<file path="src/rrts_pkg.sv">
// Types and codes shared by the round robin thread scheduler.
`timescale 1ns / 1ps
package rrts_pkg;
   localparam logic [15:0] SLICE_RESET = 16'd50;
   localparam logic [15:0] FIRST_TID = 16'd1;

   typedef enum logic [2:0] {
      ACT_SPAWN = 3'd0,
      ACT_YIELD = 3'd1,
      ACT_JOIN  = 3'd2,
      ACT_DONE  = 3'd3,
      ACT_TICK  = 3'd4
   } action_type;

   typedef enum logic [1:0] {
      STS_OK       = 2'd0,
      STS_FULL     = 2'd1,
      STS_DEADLOCK = 2'd2,
      STS_FINISHED = 2'd3
   } status_type;

   typedef struct packed {
      logic [2:0]  action;
      logic [15:0] target_tid;
   } req_type;

   typedef struct packed {
      logic [1:0]  status;
      logic [15:0] running_tid;
      logic [15:0] result_tid;
      logic        switched;
   } rsp_type;

   typedef struct packed {
      logic [15:0] tid;
      logic [15:0] wait_tid;
   } entry_type;

   typedef struct packed {
      logic shift;
      logic load;
      logic live;
   } cell_ctl_type;
endpackage

</file>
<file path="src/round_robin_thread_scheduler.sv">
// Round robin thread scheduler top level: control and the ready and wait queue chains.
// Spawn, yield, tick and unknown events: result registered, in the cycle after the transaction.
// Join: S_SCAN waits while the match bit ripples along the cell chains.
// Done: S_SWEEP moves one wait entry per cycle, then gives the result.
// busy is high while a join or done event is in work; one event in flight at a time.
// Synchronous reset: thread 0 runs, queues empty, next id 1, slice 50.
`timescale 1ns / 1ps
module round_robin_thread_scheduler import rrts_pkg::*; #(
   parameter int MAX_THREADS = 16
) (
   input  logic        clock,
   input  logic        reset,
   input  logic        start,
   output logic        busy,
   input  req_type     req_data,
   output logic        rsp_valid,
   output rsp_type     rsp_data,
   input  logic        csr_we,
   input  logic [15:0] csr_wdata
);
   localparam int CW = $clog2(MAX_THREADS + 1);

   typedef enum logic [1:0] {S_IDLE, S_SCAN, S_SWEEP} state_type;

   state_type      state_ff;
   logic [CW-1:0]  rc_ff, wc_ff, cnt_ff, rem_ff;
   logic [15:0]    running_ff, next_tid_ff, slice_left_ff, slice_ticks_ff, target_ff;
   logic           finished_ff, rsp_valid_ff;
   rsp_type        rsp_ff;

   entry_type      r_q [MAX_THREADS];
   entry_type      w_q [MAX_THREADS];
   logic           r_hit [MAX_THREADS];
   logic           w_hit [MAX_THREADS];

   logic           accept, r_shift, r_load, w_shift, w_load, full, live, slice_end;
   entry_type      r_ld, w_ld;
   logic [CW-1:0]  r_idx, w_idx;
   logic [CW:0]    used;

   assign accept    = start && (state_ff == S_IDLE);
   assign used      = {1'b0, rc_ff} + {1'b0, wc_ff} + (CW + 1)'(1);
   assign full      = used >= (CW + 1)'(MAX_THREADS);
   assign slice_end = slice_left_ff <= 16'd1;
   assign live      = (running_ff == target_ff) || r_hit[MAX_THREADS-1] ||
                      w_hit[MAX_THREADS-1];

   always_comb begin
      r_shift = 1'b0;
      r_load  = 1'b0;
      w_shift = 1'b0;
      w_load  = 1'b0;
      r_ld    = '{tid: running_ff, wait_tid: 16'd0};
      w_ld    = '{tid: running_ff, wait_tid: target_ff};
      case (state_ff)
         S_IDLE: begin
            if (accept && !finished_ff) begin
               case (req_data.action)
                  ACT_SPAWN: begin
                     if (!full) begin
                        r_load = 1'b1;
                        r_ld   = '{tid: next_tid_ff, wait_tid: 16'd0};
                     end
                  end
                  ACT_YIELD: begin
                     if (rc_ff != '0) begin
                        r_shift = 1'b1;
                        r_load  = 1'b1;
                     end
                  end
                  ACT_TICK: begin
                     if (slice_end && rc_ff != '0) begin
                        r_shift = 1'b1;
                        r_load  = 1'b1;
                     end
                  end
                  default: ;
               endcase
            end
         end
         S_SCAN: begin
            if (cnt_ff == CW'(MAX_THREADS) && live && rc_ff != '0) begin
               w_load  = 1'b1;
               r_shift = 1'b1;
            end
         end
         S_SWEEP: begin
            if (rem_ff != '0) begin
               w_shift = 1'b1;
               if (w_q[0].wait_tid == running_ff) begin
                  r_load = 1'b1;
                  r_ld   = w_q[0];
               end else begin
                  w_load = 1'b1;
                  w_ld   = w_q[0];
               end
            end else if (rc_ff != '0) begin
               r_shift = 1'b1;
            end
         end
         default: ;
      endcase
      r_idx = r_shift ? rc_ff - CW'(1) : rc_ff;
      w_idx = w_shift ? wc_ff - CW'(1) : wc_ff;
   end

   for (genvar i = 0; i < MAX_THREADS; i++) begin : g_cell
      cell_ctl_type r_ctl, w_ctl;
      entry_type    r_next, w_next;
      logic         r_hin, w_hin;

      assign r_ctl = '{shift: r_shift, load: r_load && (r_idx == CW'(i)),
                       live: CW'(i) < rc_ff};
      assign w_ctl = '{shift: w_shift, load: w_load && (w_idx == CW'(i)),
                       live: CW'(i) < wc_ff};
      if (i == MAX_THREADS - 1) begin : g_last
         assign r_next = r_ld;
         assign w_next = w_ld;
      end else begin : g_mid
         assign r_next = r_q[i+1];
         assign w_next = w_q[i+1];
      end
      if (i == 0) begin : g_first
         assign r_hin = 1'b0;
         assign w_hin = 1'b0;
      end else begin : g_rest
         assign r_hin = r_hit[i-1];
         assign w_hin = w_hit[i-1];
      end

      rrts_cell u_rcell (
         .clock(clock), .reset(reset), .ctl(r_ctl), .next_data(r_next),
         .load_data(r_ld), .key(target_ff), .hit_in(r_hin),
         .data(r_q[i]), .hit(r_hit[i])
      );
      rrts_cell u_wcell (
         .clock(clock), .reset(reset), .ctl(w_ctl), .next_data(w_next),
         .load_data(w_ld), .key(target_ff), .hit_in(w_hin),
         .data(w_q[i]), .hit(w_hit[i])
      );
   end

   always_ff @(posedge clock) begin
      if (reset) begin
         state_ff       <= S_IDLE;
         rc_ff          <= '0;
         wc_ff          <= '0;
         cnt_ff         <= '0;
         rem_ff         <= '0;
         running_ff     <= 16'd0;
         next_tid_ff    <= FIRST_TID;
         slice_left_ff  <= SLICE_RESET;
         slice_ticks_ff <= SLICE_RESET;
         target_ff      <= 16'd0;
         finished_ff    <= 1'b0;
         rsp_valid_ff   <= 1'b0;
         rsp_ff         <= '0;
      end else begin
         if (csr_we) begin
            slice_ticks_ff <= csr_wdata;
         end
         rc_ff <= rc_ff + CW'(r_load) - CW'(r_shift);
         wc_ff <= wc_ff + CW'(w_load) - CW'(w_shift);
         if (r_shift) begin
            running_ff    <= r_q[0].tid;
            slice_left_ff <= slice_ticks_ff;
         end
         rsp_valid_ff <= 1'b0;
         case (state_ff)
            S_IDLE: begin
               if (accept) begin
                  target_ff <= req_data.target_tid;
                  rsp_ff    <= '{status: STS_OK, running_tid: running_ff,
                                 result_tid: 16'd0, switched: 1'b0};
                  if (finished_ff) begin
                     rsp_valid_ff <= 1'b1;
                     rsp_ff       <= '{status: STS_FINISHED, running_tid: 16'd0,
                                       result_tid: 16'd0, switched: 1'b0};
                  end else begin
                     case (req_data.action)
                        ACT_SPAWN: begin
                           rsp_valid_ff <= 1'b1;
                           if (full) begin
                              rsp_ff.status <= STS_FULL;
                           end else begin
                              rsp_ff.result_tid <= next_tid_ff;
                              next_tid_ff       <= next_tid_ff + 16'd1;
                           end
                        end
                        ACT_YIELD: begin
                           rsp_valid_ff <= 1'b1;
                           if (r_shift) begin
                              rsp_ff.running_tid <= r_q[0].tid;
                              rsp_ff.switched    <= 1'b1;
                           end
                        end
                        ACT_TICK: begin
                           rsp_valid_ff <= 1'b1;
                           if (slice_end) begin
                              slice_left_ff <= slice_ticks_ff;
                           end else begin
                              slice_left_ff <= slice_left_ff - 16'd1;
                           end
                           if (r_shift) begin
                              rsp_ff.running_tid <= r_q[0].tid;
                              rsp_ff.switched    <= 1'b1;
                           end
                        end
                        ACT_JOIN: begin
                           cnt_ff   <= '0;
                           state_ff <= S_SCAN;
                        end
                        ACT_DONE: begin
                           rem_ff   <= wc_ff;
                           state_ff <= S_SWEEP;
                        end
                        default: begin
                           rsp_valid_ff <= 1'b1;
                        end
                     endcase
                  end
               end
            end
            S_SCAN: begin
               if (cnt_ff == CW'(MAX_THREADS)) begin
                  rsp_valid_ff      <= 1'b1;
                  rsp_ff.result_tid <= target_ff;
                  state_ff          <= S_IDLE;
                  if (live && rc_ff == '0) begin
                     rsp_ff.status <= STS_DEADLOCK;
                  end
                  if (r_shift) begin
                     rsp_ff.running_tid <= r_q[0].tid;
                     rsp_ff.switched    <= 1'b1;
                  end
               end else begin
                  cnt_ff <= cnt_ff + CW'(1);
               end
            end
            S_SWEEP: begin
               if (rem_ff != '0) begin
                  rem_ff <= rem_ff - CW'(1);
               end else begin
                  rsp_valid_ff <= 1'b1;
                  state_ff     <= S_IDLE;
                  if (rc_ff == '0) begin
                     finished_ff <= 1'b1;
                     rsp_ff      <= '{status: STS_FINISHED, running_tid: 16'd0,
                                      result_tid: 16'd0, switched: 1'b1};
                  end else begin
                     rsp_ff <= '{status: STS_OK, running_tid: r_q[0].tid,
                                 result_tid: 16'd0, switched: 1'b1};
                  end
               end
            end
            default: state_ff <= S_IDLE;
         endcase
      end
   end

   assign busy      = state_ff != S_IDLE;
   assign rsp_valid = rsp_valid_ff;
   assign rsp_data  = rsp_ff;

`ifndef NO_ASSERTIONS
   a_total: assert property (@(posedge clock) disable iff (reset)
      ({1'b0, rc_ff} + {1'b0, wc_ff}) < (CW + 1)'(MAX_THREADS))
      else $error("thread count exceeds slots");
   a_finished_quiet: assert property (@(posedge clock) disable iff (reset)
      finished_ff |-> !r_load && !w_load && rc_ff == '0)
      else $error("queue activity after all threads finished");
   a_deadlock_stay: assert property (@(posedge clock) disable iff (reset)
      rsp_valid_ff && rsp_ff.status == STS_DEADLOCK |-> !rsp_ff.switched)
      else $error("deadlock reported with a switch");
   a_busy_no_rsp: assert property (@(posedge clock) disable iff (reset)
      state_ff == S_SCAN && cnt_ff != CW'(MAX_THREADS) |=> !rsp_valid_ff)
      else $error("result during join scan");
`endif
endmodule

</file>
<file path="src/rrts_cell.sv">
// One queue cell: holds a thread entry, shifts toward the head, passes a match bit along.
`timescale 1ns / 1ps
module rrts_cell import rrts_pkg::*; (
   input  logic         clock,
   input  logic         reset,
   input  cell_ctl_type ctl,
   input  entry_type    next_data,
   input  entry_type    load_data,
   input  logic [15:0]  key,
   input  logic         hit_in,
   output entry_type    data,
   output logic         hit
);
   entry_type data_ff, data_in;
   logic      hit_ff, hit_in_nx;

   always_comb begin
      if (ctl.load) begin
         data_in = load_data;
      end else if (ctl.shift) begin
         data_in = next_data;
      end else begin
         data_in = data_ff;
      end
      hit_in_nx = hit_in | (ctl.live && (data_ff.tid == key));
   end

   always_ff @(posedge clock) begin
      data_ff <= data_in;
      if (reset) begin
         hit_ff <= 1'b0;
      end else begin
         hit_ff <= hit_in_nx;
      end
   end

   assign data = data_ff;
   assign hit  = hit_ff;
endmodule

</file>
<file path="config.mk">
export PLATFORM = sky130hd
export DESIGN_NAME = round_robin_thread_scheduler
export DESIGN_NICKNAME = d
export VERILOG_FILES = /design/src/rrts_pkg.sv /design/src/round_robin_thread_scheduler.sv /design/src/rrts_cell.sv
export SDC_FILE = /design/constraint.sdc
export NUM_CORES = 2
export LEC_CHECK = 0
export BUFFER_PORTS_ARGS = -buffer_cell sky130_fd_sc_hd__buf_2
export CORE_UTILIZATION = 50
export DETAILED_ROUTE_END_ITERATION = 16
export HOLD_SLACK_MARGIN = 0.12
export PLACE_DENSITY = 0.74
export SLEW_MARGIN = 0
export SYNTH_ARGS = -nofsm -noshare
export SYNTH_HDL_FRONTEND = slang
export SYNTH_SLANG_ARGS = --single-unit
</file>
<file path="constraint.sdc">
create_clock -name clock -period 5 [get_ports clock]
set_input_delay 0.75 -clock clock [delete_from_list [all_inputs] [get_ports clock]]
set_output_delay 0.75 -clock clock [all_outputs]
set_load 0.05 [all_outputs]
</file>
# ---- Word level (Yosys, flattened, before mapping)
# Index checks and enable logic that the tools add are counted.
dict set report totals {
  wordCells 537
  out_inout_bits 37
  n_memories 0
  inputBits 39
  mem_bits_rw 0
  ff_bits 1179
  mem_bits_ro 0
  latchBits 0
}
dict set report classes {
  n_div 0
  multipliers 0
  mux 138
  n_addsub 12
  n_eq_ne 82
  shift 0
  reduce_logical 127
  order_cmp 34
  bitwise 33
}
# operator count
set op_table {}
lappend op_table {{$mux 32} 72}
lappend op_table {{$eq 16x16->1} 34}
lappend op_table {{$mux 16} 11}
lappend op_table {{$mux 35} 5}
lappend op_table {{$pmux 35 s3} 1}
lappend op_table {{$eq 5x4->1 const B} 16}
lappend op_table {{$lt 4x5->1 const A} 16}
lappend op_table {{$logic_and 1x1->1} 70}
lappend op_table {{$reduce_bool 2->1} 35}
lappend op_table {{$pmux 32 s2} 1}
lappend op_table {{$mux 5} 10}
lappend op_table {{$eq 5x3->1 const B} 8}
lappend op_table {{$lt 3x5->1 const A} 8}
lappend op_table {{$or 1x1->1} 30}
lappend op_table {{$reduce_and 5->1} 6}
lappend op_table {{$mux 1} 22}
lappend op_table {{$eq 5x2->1 const B} 4}
lappend op_table {{$lt 1x5->1 const A} 4}
lappend op_table {{$lt 2x5->1 const A} 4}
lappend op_table {{$pmux 5 s2} 2}
lappend op_table {{$add 16x1->16 const B} 1}
lappend op_table {{$le 16x1->1 const B} 1}
lappend op_table {{$ne 2x2->1 const B} 8}
lappend op_table {{$sub 16x1->16 const B} 1}
lappend op_table {{other kinds (33)} 56}

# ---- Depth between registers and ports, before layout
dict set report logic_depth {
  ltp_word 12
  mapped_depth 22
  depth_no_buf 18
}

# ---- Modules after synthesis
# Synthesis repeated with hierarchy kept, for this count alone.
dict set report hier_totals {
  hier_cells 4218
  hier_area_um2 59261.8
}
# mod cells_each area_per_inst_um2 seq_area_each_um2 n_inst
set modules_own_cells {}
lappend modules_own_cells {rrts_cell 94 1555.2 980.9 32}
lappend modules_own_cells {round_robin_thread_scheduler 1210 9494.1 2782.7 1}

# ---- Worst setup path before layout
# Ideal clock, no wire load.
dict set report synth_timing {
  path_type {register to register}
  startpoint {register rc_ff[0]}
  endpoint {register g_cell[15].u_rcell.data_ff, in the netlist g_cell[15].u_rcell.data[16], enable pin}
  slack_ns 0.418
  period_less_slack_ns 4.582
  setup_ns 0.414
  n_path_buf 4
  stages_incl_launch_ff 15
  arrival_time_ns 4.168
  required_time_ns 4.586
  path_cell_list {dfxtp_1 > inv_1 > buf_2 > ha_1 > nand2_1 > nor2_1 > or4_1 > a21o_4 > a21o_1 > buf_6 > clkinv_2 > a32oi_2 > buf_4 > buf_4 > o31ai_1}
}
dict set report synth_between {
  elab_chain_len 10
  elab_cells_between_ends 22
  cone_classes {add/sub (3); order compare (1); eq/ne (1); mux (12); reduce/logical (5)}
}
# item line_no
set synth_rtl {}
lappend synth_rtl {{from (decl)} round_robin_thread_scheduler.sv:26} ;# logic [CW-1:0] rc_ff, wc_ff, cnt_ff, rem_ff;
lappend synth_rtl {{from (signal assigned)} round_robin_thread_scheduler.sv:162} ;# rc_ff <= rc_ff + CW'(r_load) - CW'(r_shift);
lappend synth_rtl {{parallel branches: the longest is 9 deep, another holds $add 5x5->6} n/a}
lappend synth_rtl {{$reduce_bool 2->1 (no source line) *} n/a}
lappend synth_rtl {{to (signal assigned)} rrts_cell.sv:29} ;# data_ff <= data_in;
lappend synth_rtl {{to (decl)} rrts_cell.sv:14} ;# entry_type data_ff, data_in;
# Every way passes the cells marked *.
# A chain may end at the register's enable or synchronous reset.

# ---- Final worst setup path
dict set report layout_timing {
  startpoint {register rc_ff[1]}
  endpoint {register g_cell[10].u_rcell.data_ff, in the netlist g_cell[10].u_rcell.data[24], enable pin}
}
dict set report layout_between {
  elab_chain_len 10
  elab_cells_between_ends 22
  cone_classes {add/sub (3); order compare (1); eq/ne (1); mux (12); reduce/logical (5)}
}
# item line_no
set layout_rtl {}
lappend layout_rtl {{parallel branches: the longest is 9 deep, another holds $add 5x5->6} n/a}
lappend layout_rtl {{$reduce_bool 2->1 (no source line) *} n/a}
lappend layout_rtl {{to (signal assigned)} rrts_cell.sv:29}
lappend layout_rtl {{to (decl)} rrts_cell.sv:14}
# Marks and branches as above.

==> impl_metrics.py <==
metrics = {
    "critical_path": {
        "crit-reg2reg-launch": "rc_ff[1]",
        "cp_endpoint_kind": "register",
        "critical-path-top-delay-family": "simple AND/OR/NAND/NOR gates",
        "reg2reg_depth": 11,
        "worst-path-max-fanout": 23,
        "timing.critical_path.required_ps": 5420,
        "critPathArrivalTime_ps": 4870,
        "setup.reg_to_reg.worst_slack_ps": 550,
        "slowest_stage_delay_on_critical_path_ps": 660,
        "worst_setup_path_start_kind": "register",
        "critical_path.cell_chain": "inv_1 -> ha_1 -> nand2_1 -> nor2_1 -> or4_1 -> a21o_4 -> a21o_2 -> a31oi_4 -> or2_0 -> o21ai_1 -> buf_4",
        "worstReg2RegEnd": "g_cell[10].u_rcell.data[24]",
        "crit_type": "register to register",
        "timing.critical_path.slowest_stage_cell": "sky130_fd_sc_hd__or2_0",
        "cp_num_buf_inv": 2,
    },
    "route": {
        "routedWlPerCell_microns": 25.9,
        "ant_nets": 0,
        "totalWireLength_mm": 136,
        "via_count": 32700,
        "route.detailed.drc": 0,
        "drt_pre_antenna_iters": 5,
        "via_per_inst": 6.21,
        "first_iter_violations": 4229,
    },
    "timing": {
        "fin_skew_ps": 47.7,
        "rsz0062_at_grt": "false",
        "maxSlewViolCount": 0,
        "worstMarginPinSlew_ps": 1340,
        "fmax_mhz": 225,
        "report.final.setup_viol": 0,
        "max-slew-margin-rel": 0.104,
        "period_minus_slack_ps": 4450,
        "setup_tns_ps": 0,
        "fin_crit_sh": 0.890,
        "worst_hold_slack_ps": 284,
        "hold_viol_final": 0,
    },
    "grt": {
        "grt_antenna_before_repair": 0,
        "grt_max_degree": 124,
        "global_route_wire_length_before_repair_mm": 201,
        "first_global_vias": 31800,
        "grt-ovfl-total": 0,
        "globalRouteTotalUtil": 0.282,
    },
    "logic_synthesis": {
        "synth_flop_cell": "sky130_fd_sc_hd__edfxtp_1",
        "synthesized_area_fraction_occupied_by_and_or_nand_nor_cells": 0.0942,
        "combinational_family_with_the_most_area_after_synthesis": "compound AO/OA/AOI/OAI gates",
        "syn_inst": 3967,
        "postSynthNetCount": 4052,
        "syn-cell-area_sq_mm": 0.0472,
        "synthXorXnorAreaFrac": 0.104,
        "synth_seq_cells": 939,
        "syn-mean-instance-area_sq_um": 11.9,
        "ys.warnings.count": 0,
        "synth_sequential_area_ratio": 0.561,
        "synth_compound_area_frac": 0.120,
        "async_reset_ff_frac": 0,
        "muxShareOfSynthArea": 0.0723,
        "synth-edff-count": 768,
        "number_of_distinct_library_cells_after_synthesis": 89,
        "synth_fa_ha_area_frac": 0.0125,
    },
    "die": {
        "die_area_sq_mm": 0.0957,
        "die_height_microns": 309,
        "design.portCount": 76,
        "rows": 112,
        "floorplan.initialDensity": 0.505,
        "fp.coreArea_sq_mm": 0.0935,
        "floorplan.die.width_microns": 309,
    },
    "power_and_ir_drop": {
        "power.leakage_nw": 17.5,
        "peakVddDrop_mv": 0.268,
        "power.density_cell_area_mw_per_mm2": 338,
    },
    "hold_path": {
        "path_type_of_the_worst_min_delay_path": "input port to register",
        "hold-path-endpoint": "target_ff[14]",
        "worst_hold_startpoint": "req_data[14]",
        "holdPathStages": 3,
    },
    "clock_tree": {
        "tritoncts_clock_tree": "yes",
        "cts_htree_levels": 3,
        "ctsHoldBuffers": 0,
        "clock_sinks": 939,
        "clkLatencyLatePin_ps": 690,
        "tritoncts.num_buffers": 96,
        "clkSlewWorstSetupHoldPaths_ps": 70,
        "clock_tree.root_cell": "sky130_fd_sc_hd__clkbuf_16",
        "ctsResizeCount": 0,
        "cts.repair_timing.setup_buffer_count": 0,
        "cts.path.max_buffers": 3,
    },
    "placed_design": {
        "gp_congestion": 0.919,
        "numPortBuffers": 75,
        "hpwl_mm": 88.2,
    },
    "flow_run": {
        "max_cap_viol_count": 0,
    },
    "layout": {
        "fillerInstances": 7665,
        "layout_overhead_on_the_synthesized_area_pct": 10.5,
        "fraction_of_final_layout_cells_with_drive_strength_greater_than_1": 0.172,
        "multi_input_gate_area_sq_mm": 0.0193,
        "sequential_cell_area_sq_mm": 0.0265,
        "layout.nets": 4018,
    },
    "run_status": {
        "status": "complete, no violations",
    },
}
==> per-layer routing <==
metal | up-vias | wire length, microns | global-route usage
li1 | 14400 | - | -
met1 | 16100 | 51800 | 0.350
met2 | 1734 | 65600 | 0.469
met3 | 449 | 11300 | 0.0498
met4 | 0 | 7760 | 0.147
met5 | - | 0 | 0
==> cells in the final DEF (no fill, tap or decap), types with 62 or more instances in the layout <==
master                      Yosys  routed
sky130_fd_sc_hd__a2bb2oi_1    211     211
sky130_fd_sc_hd__xor2_1       139     139
sky130_fd_sc_hd__clkbuf_16      0      97
sky130_fd_sc_hd__nor2_1       425     424
sky130_fd_sc_hd__xnor2_1      424     424
sky130_fd_sc_hd__inv_1         69      69
sky130_fd_sc_hd__buf_4          9      89
sky130_fd_sc_hd__a21oi_1      308     308
sky130_fd_sc_hd__nand4_1       99      99
sky130_fd_sc_hd__o21ai_0       84      72
sky130_fd_sc_hd__nor3_1        64      62
sky130_fd_sc_hd__edfxtp_1     768     768
sky130_fd_sc_hd__mux2_2       256     256
sky130_fd_sc_hd__nand2_1      151     151
sky130_fd_sc_hd__buf_2         84      74
sky130_fd_sc_hd__dfxtp_1      171     155
==> cell families after synthesis <==
group | after synthesis
buffers and inverters | 379
and+or+nand+nor | 923
xor gates and xnor gates | 563
AOI/OAI and AO/OA | 810
DFF | 939
adders and majority gates | 46
muxes | 307
==> power breakdown <==
group	leakage [nW]	internal [W]	total, W	switching (W)
Sequential	8.31	0.00846	0.00855	0.0000882
Clock	1.58	0.00428	0.00744	0.00316
Combinational	7.62	0.000456	0.00166	0.00121
Total	17.5	0.0132	0.0177	0.00445
==> final cells by class <==
class	count	area share
Inverter	72	0.00520
Clock buffer	128	0.0501
Sequential cell	939	0.508
Timing Repair Buffer	175	0.0243
Multi-Input combinational cell	2649	0.370
Clock inverter	51	0.0125
Antenna cell	1	0.0000479
Tap cell	1254	0.0301
==> metrics by stage <==
step | instance area (sq um) | std cells | total power [W] | util | setup WS, ps
finish | 52200 | 5269 | 0.0177 | 0.558 | 551
global route | 52200 | 5268 | 0.0181 | 0.558 | 318
CTS | 52200 | 5268 | 0.0177 | 0.558 | 632
detailed placement | 48900 | 5089 | 0.0103 | 0.523 | 667
global placement | 48900 | 5089 | 0.0103 | 0.523 | 749
floorplan | 47200 | 3967 | 0.00977 | - | 418
==> cells in the mapped netlist (17+ instances only) <==
cell / instances / share of area
sky130_fd_sc_hd__nand3_1: 34 / 0.0036
sky130_fd_sc_hd__nor3_1: 64 / 0.0068
sky130_fd_sc_hd__a21oi_1: 308 / 0.033
sky130_fd_sc_hd__o22a_1: 22 / 0.0041
sky130_fd_sc_hd__or2_2: 17 / 0.0023
sky130_fd_sc_hd__mux2i_1: 33 / 0.0070
sky130_fd_sc_hd__nor4_1: 36 / 0.0048
sky130_fd_sc_hd__xor2_1: 139 / 0.026
sky130_fd_sc_hd__a211oi_1: 19 / 0.0030
sky130_fd_sc_hd__nand2_1: 151 / 0.012
sky130_fd_sc_hd__o21ai_0: 84 / 0.0089
sky130_fd_sc_hd__mux2_1: 18 / 0.0043
sky130_fd_sc_hd__a22oi_1: 31 / 0.0049
sky130_fd_sc_hd__xnor2_1: 424 / 0.079
sky130_fd_sc_hd__nand4_1: 99 / 0.013
sky130_fd_sc_hd__inv_1: 69 / 0.0055
sky130_fd_sc_hd__a2bb2oi_1: 211 / 0.039
sky130_fd_sc_hd__mux2_2: 256 / 0.061
sky130_fd_sc_hd__clkbuf_1: 137 / 0.011
sky130_fd_sc_hd__edfxtp_1: 768 / 0.49
sky130_fd_sc_hd__buf_2: 84 / 0.0089
sky130_fd_sc_hd__a221oi_1: 18 / 0.0033
sky130_fd_sc_hd__buf_1: 58 / 0.0046
sky130_fd_sc_hd__o21ai_1: 19 / 0.0020
sky130_fd_sc_hd__nor2_1: 425 / 0.034
sky130_fd_sc_hd__buf_6: 17 / 0.0041
sky130_fd_sc_hd__ha_1: 44 / 0.012
sky130_fd_sc_hd__dfxtp_1: 171 / 0.072
==> state kept, by name, summed over array words and instances, names as in the netlist, 16 cells and up <==
| name | flops |
|---|---|
| slice_ticks_ff | 16 |
| rsp_data | 35 |
| g_cell.u_rcell.data | 256 |
| g_cell.u_wcell.hit | 16 |
| target_ff | 16 |
| running_ff | 16 |
| next_tid_ff | 16 |
| g_cell.u_rcell.hit | 16 |
| g_cell.u_wcell.data | 512 |
| slice_left_ff | 16 |
==> how the worst max path moves through the flow <==
stage	startpoint	endpoint	slack, ps	cells past startpoint
floorplan	rc_ff[0]	g_cell[15].u_rcell.data[16]	420	14
global placement	rc_ff[1]	g_cell[14].u_rcell.data[31]	750	11
detailed placement	rc_ff[1]	g_cell[14].u_rcell.data[20]	670	11
CTS	rc_ff[1]	g_cell[10].u_rcell.data[29]	630	11
global route	rc_ff[1]	slice_left_ff[11]	320	12
finish	rc_ff[1]	g_cell[10].u_rcell.data[24]	550	11
==> worst reg2reg max path, delay by kind of cell (launching register included) <==
family | cells | cell delay (ps)
and+or+nand+nor | 4 | 1470
AOI/OAI and AO/OA | 4 | 1380
DFF | 1 | 570
buffers and inverters | 2 | 500
adders and majority gates | 1 | 280
No activity file was read; power rests on OpenSTA's default activity.
